===== config.mk =====
export PLATFORM = sky130hd
export DESIGN_NAME = base64_decoder_unit
export DESIGN_NICKNAME = d
export VERILOG_FILES = /design/src/rtl/core/b64d_pkg.sv /design/src/rtl/core/b64d_front.sv /design/src/rtl/core/b64d_queue.sv /design/src/rtl/core/b64d_back.sv /design/src/rtl/core/base64_decoder_unit.sv
export SDC_FILE = /design/constraint.sdc
export NUM_CORES = 1
export LEC_CHECK = 0
export BUFFER_PORTS_ARGS = -buffer_cell sky130_fd_sc_hd__buf_2
export CELL_PAD_IN_SITES_DETAIL_PLACEMENT = 1
export CELL_PAD_IN_SITES_GLOBAL_PLACEMENT = 1
export CORE_MARGIN = 5
export CORE_UTILIZATION = 40
export DETAILED_ROUTE_END_ITERATION = 12
export GPL_TIMING_DRIVEN = 0
export PLACE_DENSITY = 0.61
export RECOVER_POWER = 25
export SLEW_MARGIN = 10
export SYNTH_ARGS = -nofsm -noshare
export SYNTH_HDL_FRONTEND = slang
export SYNTH_SLANG_ARGS = --single-unit

===== constraint.sdc =====
create_clock -name clock -period 8.53 [get_ports clock]
set_clock_uncertainty 0.15 [all_clocks]
set_input_delay 0.4265 -clock clock [delete_from_list [all_inputs] [get_ports clock]]
set_output_delay 0.4265 -clock clock [all_outputs]
set_load 0.05 [all_outputs]

===== src/rtl/core/b64d_pkg.sv =====
// Shared types and constants for the base64 decoder.
// Holds the alphabet lookup, result status codes and the queued job format.
// No dependencies.
package b64d_pkg;

   localparam logic [7:0] PAD_CODE = 8'h3D;

   typedef enum logic [1:0] {
      ST_DATA   = 2'd0,
      ST_SYMBOL = 2'd1,
      ST_LENGTH = 2'd2
   } status_type;

   typedef struct packed {
      logic       valid;
      logic [5:0] value;
   } sextet_type;

   // one queued job: one to three result beats
   typedef struct packed {
      logic [23:0] bits;
      logic [1:0]  count;
      status_type  status;
      logic        eot;
   } job_type;

   function automatic sextet_type sextet_of(input logic [7:0] c);
      sextet_type s;
      s.valid = 1'b1;
      s.value = '0;
      if (c inside {[8'h41:8'h5A]}) begin
         s.value = 6'(c - 8'h41);
      end else if (c inside {[8'h61:8'h7A]}) begin
         s.value = 6'(c - 8'h61 + 8'd26);
      end else if (c inside {[8'h30:8'h39]}) begin
         s.value = 6'(c - 8'h30 + 8'd52);
      end else if (c == 8'h2B) begin
         s.value = 6'd62;
      end else if (c == 8'h2F) begin
         s.value = 6'd63;
      end else begin
         s.valid = 1'b0;
      end
      return s;
   endfunction

endpackage


===== src/rtl/core/b64d_front.sv =====
// Front end: accepts characters, checks them and tracks quartet state.
// Pushes one job per completed quartet or error. Uses b64d_pkg.
module b64d_front import b64d_pkg::*; (
   input  logic       clock,
   input  logic       reset,
   input  logic       accept,
   input  logic [7:0] char_code,
   input  logic       end_of_text,
   output logic       push,
   output job_type    job
);

   logic [1:0]  pos_ff, pos_in;
   logic [17:0] accum_ff, accum_in;
   logic        pad_pending_ff, pad_pending_in;
   logic        discard_ff, discard_in;

   sextet_type sx;
   logic       is_pad;
   logic       sym_bad;

   assign sx      = sextet_of(char_code);
   assign is_pad  = (char_code == PAD_CODE);
   assign sym_bad = (!is_pad && !sx.valid) || (is_pad && pos_ff < 2'd2)
                 || (pos_ff == 2'd3 && pad_pending_ff && !is_pad);

   always_comb begin
      pos_in         = pos_ff;
      accum_in       = accum_ff;
      pad_pending_in = pad_pending_ff;
      discard_in     = discard_ff;
      push           = 1'b0;
      job            = '0;
      job.eot        = end_of_text;
      job.count      = 2'd1;
      if (accept) begin
         if (discard_ff) begin
            if (end_of_text) begin
               pos_in         = '0;
               accum_in       = '0;
               pad_pending_in = 1'b0;
               discard_in     = 1'b0;
            end
         end else if (sym_bad || (pos_ff == 2'd3 && (is_pad || pad_pending_ff)
                                  && !end_of_text)
                      || (pos_ff != 2'd3 && end_of_text)) begin
            push           = 1'b1;
            job.status     = (sym_bad || pos_ff == 2'd3) ? ST_SYMBOL : ST_LENGTH;
            pos_in         = '0;
            accum_in       = '0;
            pad_pending_in = 1'b0;
            discard_in     = !end_of_text;
         end else if (pos_ff != 2'd3) begin
            accum_in = {accum_ff[11:0], is_pad ? 6'd0 : sx.value};
            pos_in   = pos_ff + 2'd1;
            if (is_pad) begin
               pad_pending_in = 1'b1;
            end
         end else begin
            push       = 1'b1;
            job.status = ST_DATA;
            job.bits   = {accum_ff, is_pad ? 6'd0 : sx.value};
            job.count  = pad_pending_ff ? 2'd1 : (is_pad ? 2'd2 : 2'd3);
            pos_in         = '0;
            accum_in       = '0;
            pad_pending_in = 1'b0;
            discard_in     = 1'b0;
         end
      end
   end

   always_ff @(posedge clock) begin
      if (reset) begin
         pos_ff         <= '0;
         accum_ff       <= '0;
         pad_pending_ff <= 1'b0;
         discard_ff     <= 1'b0;
      end else begin
         pos_ff         <= pos_in;
         accum_ff       <= accum_in;
         pad_pending_ff <= pad_pending_in;
         discard_ff     <= discard_in;
      end
   end

endmodule


===== src/rtl/core/b64d_queue.sv =====
// Short job queue between front and back ends.
// Circular buffer of job_type entries. Uses b64d_pkg.
module b64d_queue import b64d_pkg::*; #(
   parameter int DEPTH_LOG2 = 2
) (
   input  logic    clock,
   input  logic    reset,
   input  logic    push,
   input  job_type push_job,
   input  logic    pop,
   output logic    full,
   output logic    not_empty,
   output job_type head_job
);

   localparam int DEPTH = 1 << DEPTH_LOG2;

   job_type             entry_ff [DEPTH];
   logic [DEPTH_LOG2:0] wr_ff, wr_in;
   logic [DEPTH_LOG2:0] rd_ff, rd_in;

   assign not_empty = (wr_ff != rd_ff);
   assign full      = (wr_ff[DEPTH_LOG2] != rd_ff[DEPTH_LOG2])
                   && (wr_ff[DEPTH_LOG2-1:0] == rd_ff[DEPTH_LOG2-1:0]);
   assign head_job  = entry_ff[rd_ff[DEPTH_LOG2-1:0]];
   assign wr_in     = wr_ff + (DEPTH_LOG2+1)'(push);
   assign rd_in     = rd_ff + (DEPTH_LOG2+1)'(pop);

   always_ff @(posedge clock) begin
      if (push) begin
         entry_ff[wr_ff[DEPTH_LOG2-1:0]] <= push_job;
      end
   end

   always_ff @(posedge clock) begin
      if (reset) begin
         wr_ff <= '0;
         rd_ff <= '0;
      end else begin
         wr_ff <= wr_in;
         rd_ff <= rd_in;
      end
   end

endmodule


===== src/rtl/core/b64d_back.sv =====
// Back end: unpacks queued jobs into result beats, one per cycle while rsp_tready allows.
// Drives the registered result channel. Uses b64d_pkg.
module b64d_back import b64d_pkg::*; (
   input  logic       clock,
   input  logic       reset,
   input  logic       head_valid,
   input  job_type    head_job,
   output logic       pop,
   output logic       rsp_tvalid,
   input  logic       rsp_tready,
   output logic [7:0] rsp_tdata,
   output logic [1:0] rsp_tuser,
   output logic       rsp_tlast
);

   logic [1:0] idx_ff, idx_in;
   logic       valid_ff, valid_in;
   logic [7:0] byte_ff, byte_in;
   logic [1:0] status_ff, status_in;
   logic       last_ff, last_in;
   logic       load;
   logic       final_beat;

   assign load       = head_valid && (!valid_ff || rsp_tready);
   assign final_beat = (idx_ff == head_job.count - 2'd1);
   assign pop        = load && final_beat;

   always_comb begin
      idx_in    = idx_ff;
      valid_in  = valid_ff && !rsp_tready;
      byte_in   = byte_ff;
      status_in = status_ff;
      last_in   = last_ff;
      if (load) begin
         valid_in  = 1'b1;
         byte_in   = head_job.bits[5'd23 - {idx_ff, 3'b000} -: 8];
         status_in = head_job.status;
         last_in   = head_job.eot && final_beat;
         idx_in    = final_beat ? 2'd0 : idx_ff + 2'd1;
      end
   end

   always_ff @(posedge clock) begin
      byte_ff   <= byte_in;
      status_ff <= status_in;
      last_ff   <= last_in;
      if (reset) begin
         idx_ff   <= '0;
         valid_ff <= 1'b0;
      end else begin
         idx_ff   <= idx_in;
         valid_ff <= valid_in;
      end
   end

   assign rsp_tvalid = valid_ff;
   assign rsp_tdata  = byte_ff;
   assign rsp_tuser  = status_ff;
   assign rsp_tlast  = last_ff;

endmodule


===== src/rtl/core/base64_decoder_unit.sv =====
// Channel | dir | beat contents
// req     | in  | tdata[7:0] char_code, tlast end_of_text
// rsp     | out | tdata[7:0] out_byte, tuser[1:0] status, tlast last
//
// One character per cycle in while the job queue has room; result beats leave one per cycle from a register
// while rsp_tready is high. Three bytes per quartet fit the rate; the job queue absorbs bursts and stalls.
// req_tready drops only while the job queue is full.
// The fourth character's job is written into the job queue, then its first byte into the output register.
// Synchronous reset clears quartet state, queue pointers and output valid.
// Top level: front end, job queue, back end. Uses b64d_pkg.
module base64_decoder_unit import b64d_pkg::*; #(
   parameter int QUEUE_DEPTH_LOG2 = 2
) (
   input  logic       clock,
   input  logic       reset,
   input  logic       req_tvalid,
   output logic       req_tready,
   input  logic [7:0] req_tdata,   // [7:0] char_code
   input  logic       req_tlast,
   output logic       rsp_tvalid,
   input  logic       rsp_tready,
   output logic [7:0] rsp_tdata,   // [7:0] out_byte
   output logic [1:0] rsp_tuser,   // [1:0] status
   output logic       rsp_tlast
);

   logic    accept;
   logic    push;
   logic    pop;
   logic    full;
   logic    not_empty;
   job_type push_job;
   job_type head_job;

   assign req_tready = !full;
   assign accept     = req_tvalid && req_tready;

   b64d_front u_front (
      .clock       (clock),
      .reset       (reset),
      .accept      (accept),
      .char_code   (req_tdata),
      .end_of_text (req_tlast),
      .push        (push),
      .job         (push_job)
   );

   b64d_queue #(
      .DEPTH_LOG2 (QUEUE_DEPTH_LOG2)
   ) u_queue (
      .clock     (clock),
      .reset     (reset),
      .push      (push),
      .push_job  (push_job),
      .pop       (pop),
      .full      (full),
      .not_empty (not_empty),
      .head_job  (head_job)
   );

   b64d_back u_back (
      .clock      (clock),
      .reset      (reset),
      .head_valid (not_empty),
      .head_job   (head_job),
      .pop        (pop),
      .rsp_tvalid (rsp_tvalid),
      .rsp_tready (rsp_tready),
      .rsp_tdata  (rsp_tdata),
      .rsp_tuser  (rsp_tuser),
      .rsp_tlast  (rsp_tlast)
   );

endmodule


# Word level (Yosys, flattened, before mapping)
# Memories as Yosys holds them, arrays and structs flattened. A register that Yosys moved wholly into a read port is not among the register bits.
# Index checks and enable logic that the tools add are counted.
[op_classes] addsub=11 n_lt_le_gt_ge=7 eq_ne=11 shifts=1 mux=44 n_reduce_logical=31
[op_table] cell="28-bit 2-to-1 mux" n=3
[op_table] cell="18-bit 2-to-1 mux" n=4
[op_table] cell="6-bit 2-to-1 mux" n=6
[op_table] cell="31-bit by 6-bit indexed part select with 8-bit output" n=1
[op_table] cell="26-bit 2-to-1 mux" n=1
[op_table] cell="8-bit by 6-bit == test with 1-bit output, second input constant" n=3
[op_table] cell="1-bit 2-to-1 mux" n=21
[op_table] cell="2-bit 2-to-1 mux" n=9
[op_table] cell="8-bit by 7-bit >= comparator with 1-bit output, second input constant" n=2
[op_table] cell="8-bit by 7-bit <= comparator with 1-bit output, second input constant" n=2
[op_table] cell="1-bit logical AND" n=16
[op_table] cell="6-bit subtractor, second input constant" n=2
[op_table] cell="8-bit by 6-bit >= comparator with 1-bit output, second input constant" n=1
[op_table] cell="8-bit by 6-bit <= comparator with 1-bit output, second input constant" n=1
[op_table] cell="1-bit logical OR" n=7
[op_table] cell="3-bit by 1-bit adder with 3-bit output" n=2
[op_table] cell="6-bit by 5-bit adder with 6-bit output, second input constant" n=1
[op_table] cell="6-bit adder, second input constant" n=1
[op_table] cell="1-bit logical NOT" n=6
[op_table] cell="6-bit by 1-bit subtractor with 6-bit output, second input constant" n=1
[op_table] cell="5-bit subtractor, first input constant" n=1
[op_table] cell="2-bit by 1-bit adder with 2-bit output, second input constant" n=2
[op_table] cell="2-bit == test" n=2
[op_table] cell="2-bit != test, second input constant" n=2
[op_table] cell="8 further kinds" n=8
[totals] regBits=42 ramBits=116 inputBits=13 output_inout_bits=13 wordCells=117 memories=1
[mem_list] memory="u_queue.entry_ff" words=4 width=29 rd=1 rd_clocked_by_memory_dff=1 write_ports=1 line="b64d_queue.sv:18" source="job_type entry_ff [DEPTH];"

# Longest topological paths before layout
[logic_depth] ltp_word=17 ltp_mapped=12

# By module
# A second synthesis with hierarchy kept.
[unflattened] cells_unflattened=434 area_unflattened_um2=6832.8
[modules_own_cells] module="b64d_queue" instances=1 cells_each=179 area_per_inst_um2=4475.5 seq_area_each_um2=3603.5
[modules_own_cells] module="b64d_front" instances=1 cells_each=191 area_per_inst_um2=1654.1 seq_area_each_um2=440.4
[modules_own_cells] module="b64d_back" instances=1 cells_each=62 area_per_inst_um2=693.2 seq_area_each_um2=390.4
[modules_own_cells] module="base64_decoder_unit" instances=1 cells_each=2 area_per_inst_um2=10.0 seq_area_each_um2=0.0

# Worst setup path before layout
# No wires, ideal clock.
[synth_timing] kind="input port to flip-flop" start="input port req_tdata[1]" end="memory u_queue.entry_ff[2][0] (netlist bit), enable pin" t_arrival_ns=4.879 required_time_ns=7.881 path_slack_ns=3.003 stages=8 path_buffers=1 cell_sequence="inv_1 > ha_1 > nand2b_1 > a21oi_1 > or3_1 > buf_2 > a31oi_1 > nor4b_1"
[synth_via] elab_chain_len=17
[synth_lines] element="start, declared" line="base64_decoder_unit.sv:18" source="input logic [7:0] req_tdata,"
[synth_lines] element="branches (longest 10 deep; another with 8-bit by 6-bit >= comparator with 1-bit output)"
[synth_lines] element="1-bit logical OR *" line="b64d_front.sv:44" source="end else if (sym_bad || (pos_ff == 2'd3 && (is_pad || pad_pending_ff)"
[synth_lines] element="1-bit logical OR *" line="b64d_front.sv:46" source="|| (pos_ff != 2'd3 && end_of_text)) begin"
[synth_lines] element="1-bit 2-to-1 mux *" line="b64d_front.sv:44"
[synth_lines] element="1-bit 2-to-1 mux *" line="b64d_front.sv:37" source="if (discard_ff) begin"
[synth_lines] element="1-bit 2-to-1 mux *" line="b64d_front.sv:36" source="if (accept) begin"
[synth_lines] element="1-bit 2-to-1 mux *" line="b64d_queue.sv:30" source="if (push) begin"
[synth_lines] element="1-bit 2-to-1 mux (not written as such) *" line="b64d_queue.sv:31" source="entry_ff[wr_ff[DEPTH_LOG2-1:0]] <= push_job;"
[synth_lines] element="end, declared" line="b64d_queue.sv:18"
# Mark *: on every way between the ends.

# Worst setup path after layout
[layout_timing] start="input port req_tdata[2]" end="memory u_queue.entry_ff[1][15] (netlist bit), enable pin"
# The elaborated chain is that of the path after synthesis.

==> results_dict.tcl <==
set metrics [dict create \
    root_buffer "clkbuf_16" \
    drt-vias-per-instance 5.39 \
    powerDensity_nw_per_um2 264 \
    p_comb_share_pct 22.4 \
    cp_slowest_cell "nor4b_2" \
    drive_gt1_share_pct 19.1 \
    cts.sinks 158 \
    cts_buffers 17 \
    postCtsSetupBuffers 0 \
    slew_violations 0 \
    yosysSeqAreaShare_pct 64.0 \
    synth_cells 454 \
    hpwlAfterDp_um 11700 \
    wl_per_cell_um 20.9 \
    crit_top_cell "buf_4" \
    start_util_pct 40.5 \
    hold_buffers 0 \
    globalRouteOverflowTotal 0 \
    r2r-start "u_queue.rd_ff[0]$_SDFF_PP0_" \
    required_ps 8520 \
    vias 4064 \
    max_freq_mhz 231 \
    synth_area_um2 6930 \
    cp-startpoint "req_tdata[2]" \
    intPower_mw 1.46 \
    cp_cell_sequence "clkbuf_1 -> inv_1 -> ha_1 -> and3b_1 -> a2111oi_0 -> or3_1 -> clkbuf_1 -> a31oi_1 -> nor4b_2 -> buf_4 -> buf_4 -> buf_4 -> buf_4" \
    tightest_slew_ps 988 \
    vdd_drop_max_uv 141 \
    clkTransAtPathRegs_ps 70 \
    maxCapViolations 0 \
    p_clk_share_pct 34.1 \
    antenna_left 0 \
    synth_top_flop_cell "edfxtp_1" \
    die_area_um2 20000 \
    synth-edff-count 127 \
    setup_viol 0 \
    place_area_um2 7510 \
    cp-start-kind "primary input" \
    grt_max_degree 18 \
    met3_length_um 357 \
    grt_first_pass_wirelength_um 25500 \
    post_layout_nonfiller_instances 754 \
    p_leak_nw 2.78 \
    wl_met1_um 7170 \
    h-tree-depth 4 \
    final_util_pct 46.9 \
    slowest_delay_ps 780 \
    clk_latency_ps 430 \
    slew_headroom_pct 34.1 \
    stdcell_area_um2 8030 \
    routed_wl_um 15800 \
    path_buf_inv 7 \
    timing.final.hold_violations 0 \
    drt_iter0_drc 235 \
    antenna_found_initial 0 \
    syn_avg_cell_area_um2 15.3 \
    hold_path_class "primary input to register" \
    status "complete, no violations" \
    cp_top_family "buffers and inverters" \
    maxUsedRoutingLayer "met4" \
    dr.pass1.iters 4 \
    fin_tns_setup_ps 0 \
    holdCritStartpoint "req_tvalid" \
    min_period_ps 4330 \
    cp-end-kind "register" \
    ctsResizeCount 0 \
    io_pins 26 \
    cp.arrival_ps 4320 \
    coreArea_um2 17100 \
    die_h_um 142 \
    diodes 0 \
    numPortBuffers 23 \
    synth_seq_cells 158 \
    rsz0062_at_grt "false" \
    drc 0 \
    cts_buffer_depth 2 \
    rows 48 \
    critPathMaxFanout 8 \
    gp_congestion 0.888 \
    cts_tree "built" \
    p_sw_mw 0.663 \
    share_seq_of_total_power_pct 43.5 \
    fp.dieW_um 142 \
    critPathKind "primary input to register" \
    switching_share_pct 31.2 \
    whs_ps 185 \
    synthDistinctLibCells 51 \
    nets 543 \
    first_global_vias 4384 \
    syn_to_final_growth_pct 16.0 \
    async_flop_share_pct 0 \
    yosys_warnings 0 \
    routed-wl-met2_um 8030 \
    grt_use_total_pct 17.0 \
    place_inst 722 \
    synth_nets 481 \
    period_share_pct 50.7 \
]
layer usage:
| layer | up-vias | track usage [%] |
|---|---|---|
| li1 | 1916 | - |
| met5 | - | 0 |
| met4 | 0 | 5.40 |
| met2 | 52 | 28.5 |
| met3 | 18 | 3.77 |
| met1 | 2078 | 22.1 |
cell usage after synthesis, types with 9 or more instances:
library cell	n	area (um2)
mux2i_1	21	210
nor2_1	9	33.8
mux4_2	29	653
nor3_1	9	45.0
a21oi_1	18	90.1
dfxtp_1	31	621
inv_1	17	63.8
edfxtp_1	127	3810
ha_1	14	175
nand2_1	15	56.3
nor2b_1	12	75.1
and2_1	19	119
power groups by stage:
stage / clock network, mW / logic [mW] / registers (mW)
after floorplan: 0 / 0.257 / 1.04
after global placement: 0 / 0.477 / 0.944
after detailed placement: 0 / 0.503 / 0.940
after CTS: 0.743 / 0.504 / 0.923
after global routing: 0.786 / 0.515 / 0.931
final: 0.724 / 0.475 / 0.924
area by class of cell:
cell class / count / area, um2
tap: 225 / 282
inverter: 17 / 63.8
buffer: 22 / 101
fill: 1707 / 9080
sequential: 158 / 4430
clock inverter: 15 / 140
timing repair buffer: 43 / 246
multi-input combinational: 257 / 2340
clock buffer: 17 / 425
worst reg2reg max path: cells and delay by family (launching register included):
kind	cells	cell delay, ps
buffers and inverters	3	1810
multiplexers	2	910
flip-flops	1	340
AO/OA/AOI/OAI	1	140
path summary, 6_finish.rpt:
check / to / slack [ps] / cells past startpoint
worst max-delay path: u_queue.entry_ff[1][15]$_DFFE_PP_ / 4200 / 13
worst max register to register: u_back.rsp_tdata[4]$_DFFE_PP_ / 4890 / 6
worst min-delay path: u_front.discard_ff$_SDFFE_PP0P_ / 180 / 3
worst min register to register: u_front.pos_ff[0]$_SDFFE_PP0P_ / 340 / 2
kinds of logic after synthesis:
group | after synthesis | synth area share (%)
DFF | 158 | 64.0
muxes | 50 | 12.5
and+or+nand+nor | 111 | 9.72
adders and majority gates | 14 | 2.53
xor gates and xnor gates | 13 | 1.64
buffers and inverters | 39 | 2.46
AOI/OAI and AO/OA | 69 | 7.15
sequential cells by signal, indices dropped and copies added (netlist names), 2 cells and up:
name,cells
u_queue.entry_ff,116
u_front.accum_ff,18
u_back.rsp_tdata,8
u_queue.rd_ff,3
u_queue.wr_ff,3
u_back.idx_ff,2
u_back.rsp_tuser,2
u_front.pos_ff,2
cells in the final DEF (no fill, tap or decap), types with 3 or more instances in the layout:
cell	count
a2111oi_0	6
clkbuf_16	17
a221oi_1	4
nand3_1	8
a31oi_1	3
o31ai_1	4
nor2b_1	12
xnor2_1	7
nor4b_1	6
buf_1	4
mux4_2	29
buf_4	20
dfxtp_1	31
nand2_1	15
nor4_1	7
ha_1	14
edfxtp_1	127
o21ai_0	7
o211ai_1	5
inv_1	17
a21oi_1	18
and2_1	19
inv_6	9
o22ai_1	8
buf_2	11
xor2_1	6
nand3b_1	3
nand2b_1	7
nor3_1	9
mux2i_1	21
inv_8	4
clkbuf_1	28
nor2_1	9
per-stage QoR:
| stage | setup slack (ps) | total power, mW |
|---|---|---|
| 2_1_floorplan | 3000 | 1.30 |
| 3_3_place_gp | -468 | 1.42 |
| 3_5_place_dp | 4070 | 1.44 |
| 4_1_cts | 4530 | 2.17 |
| 5_1_grt | 3850 | 2.23 |
| 6_report | 4200 | 2.12 |
Power figures use the tool's default switching activity.
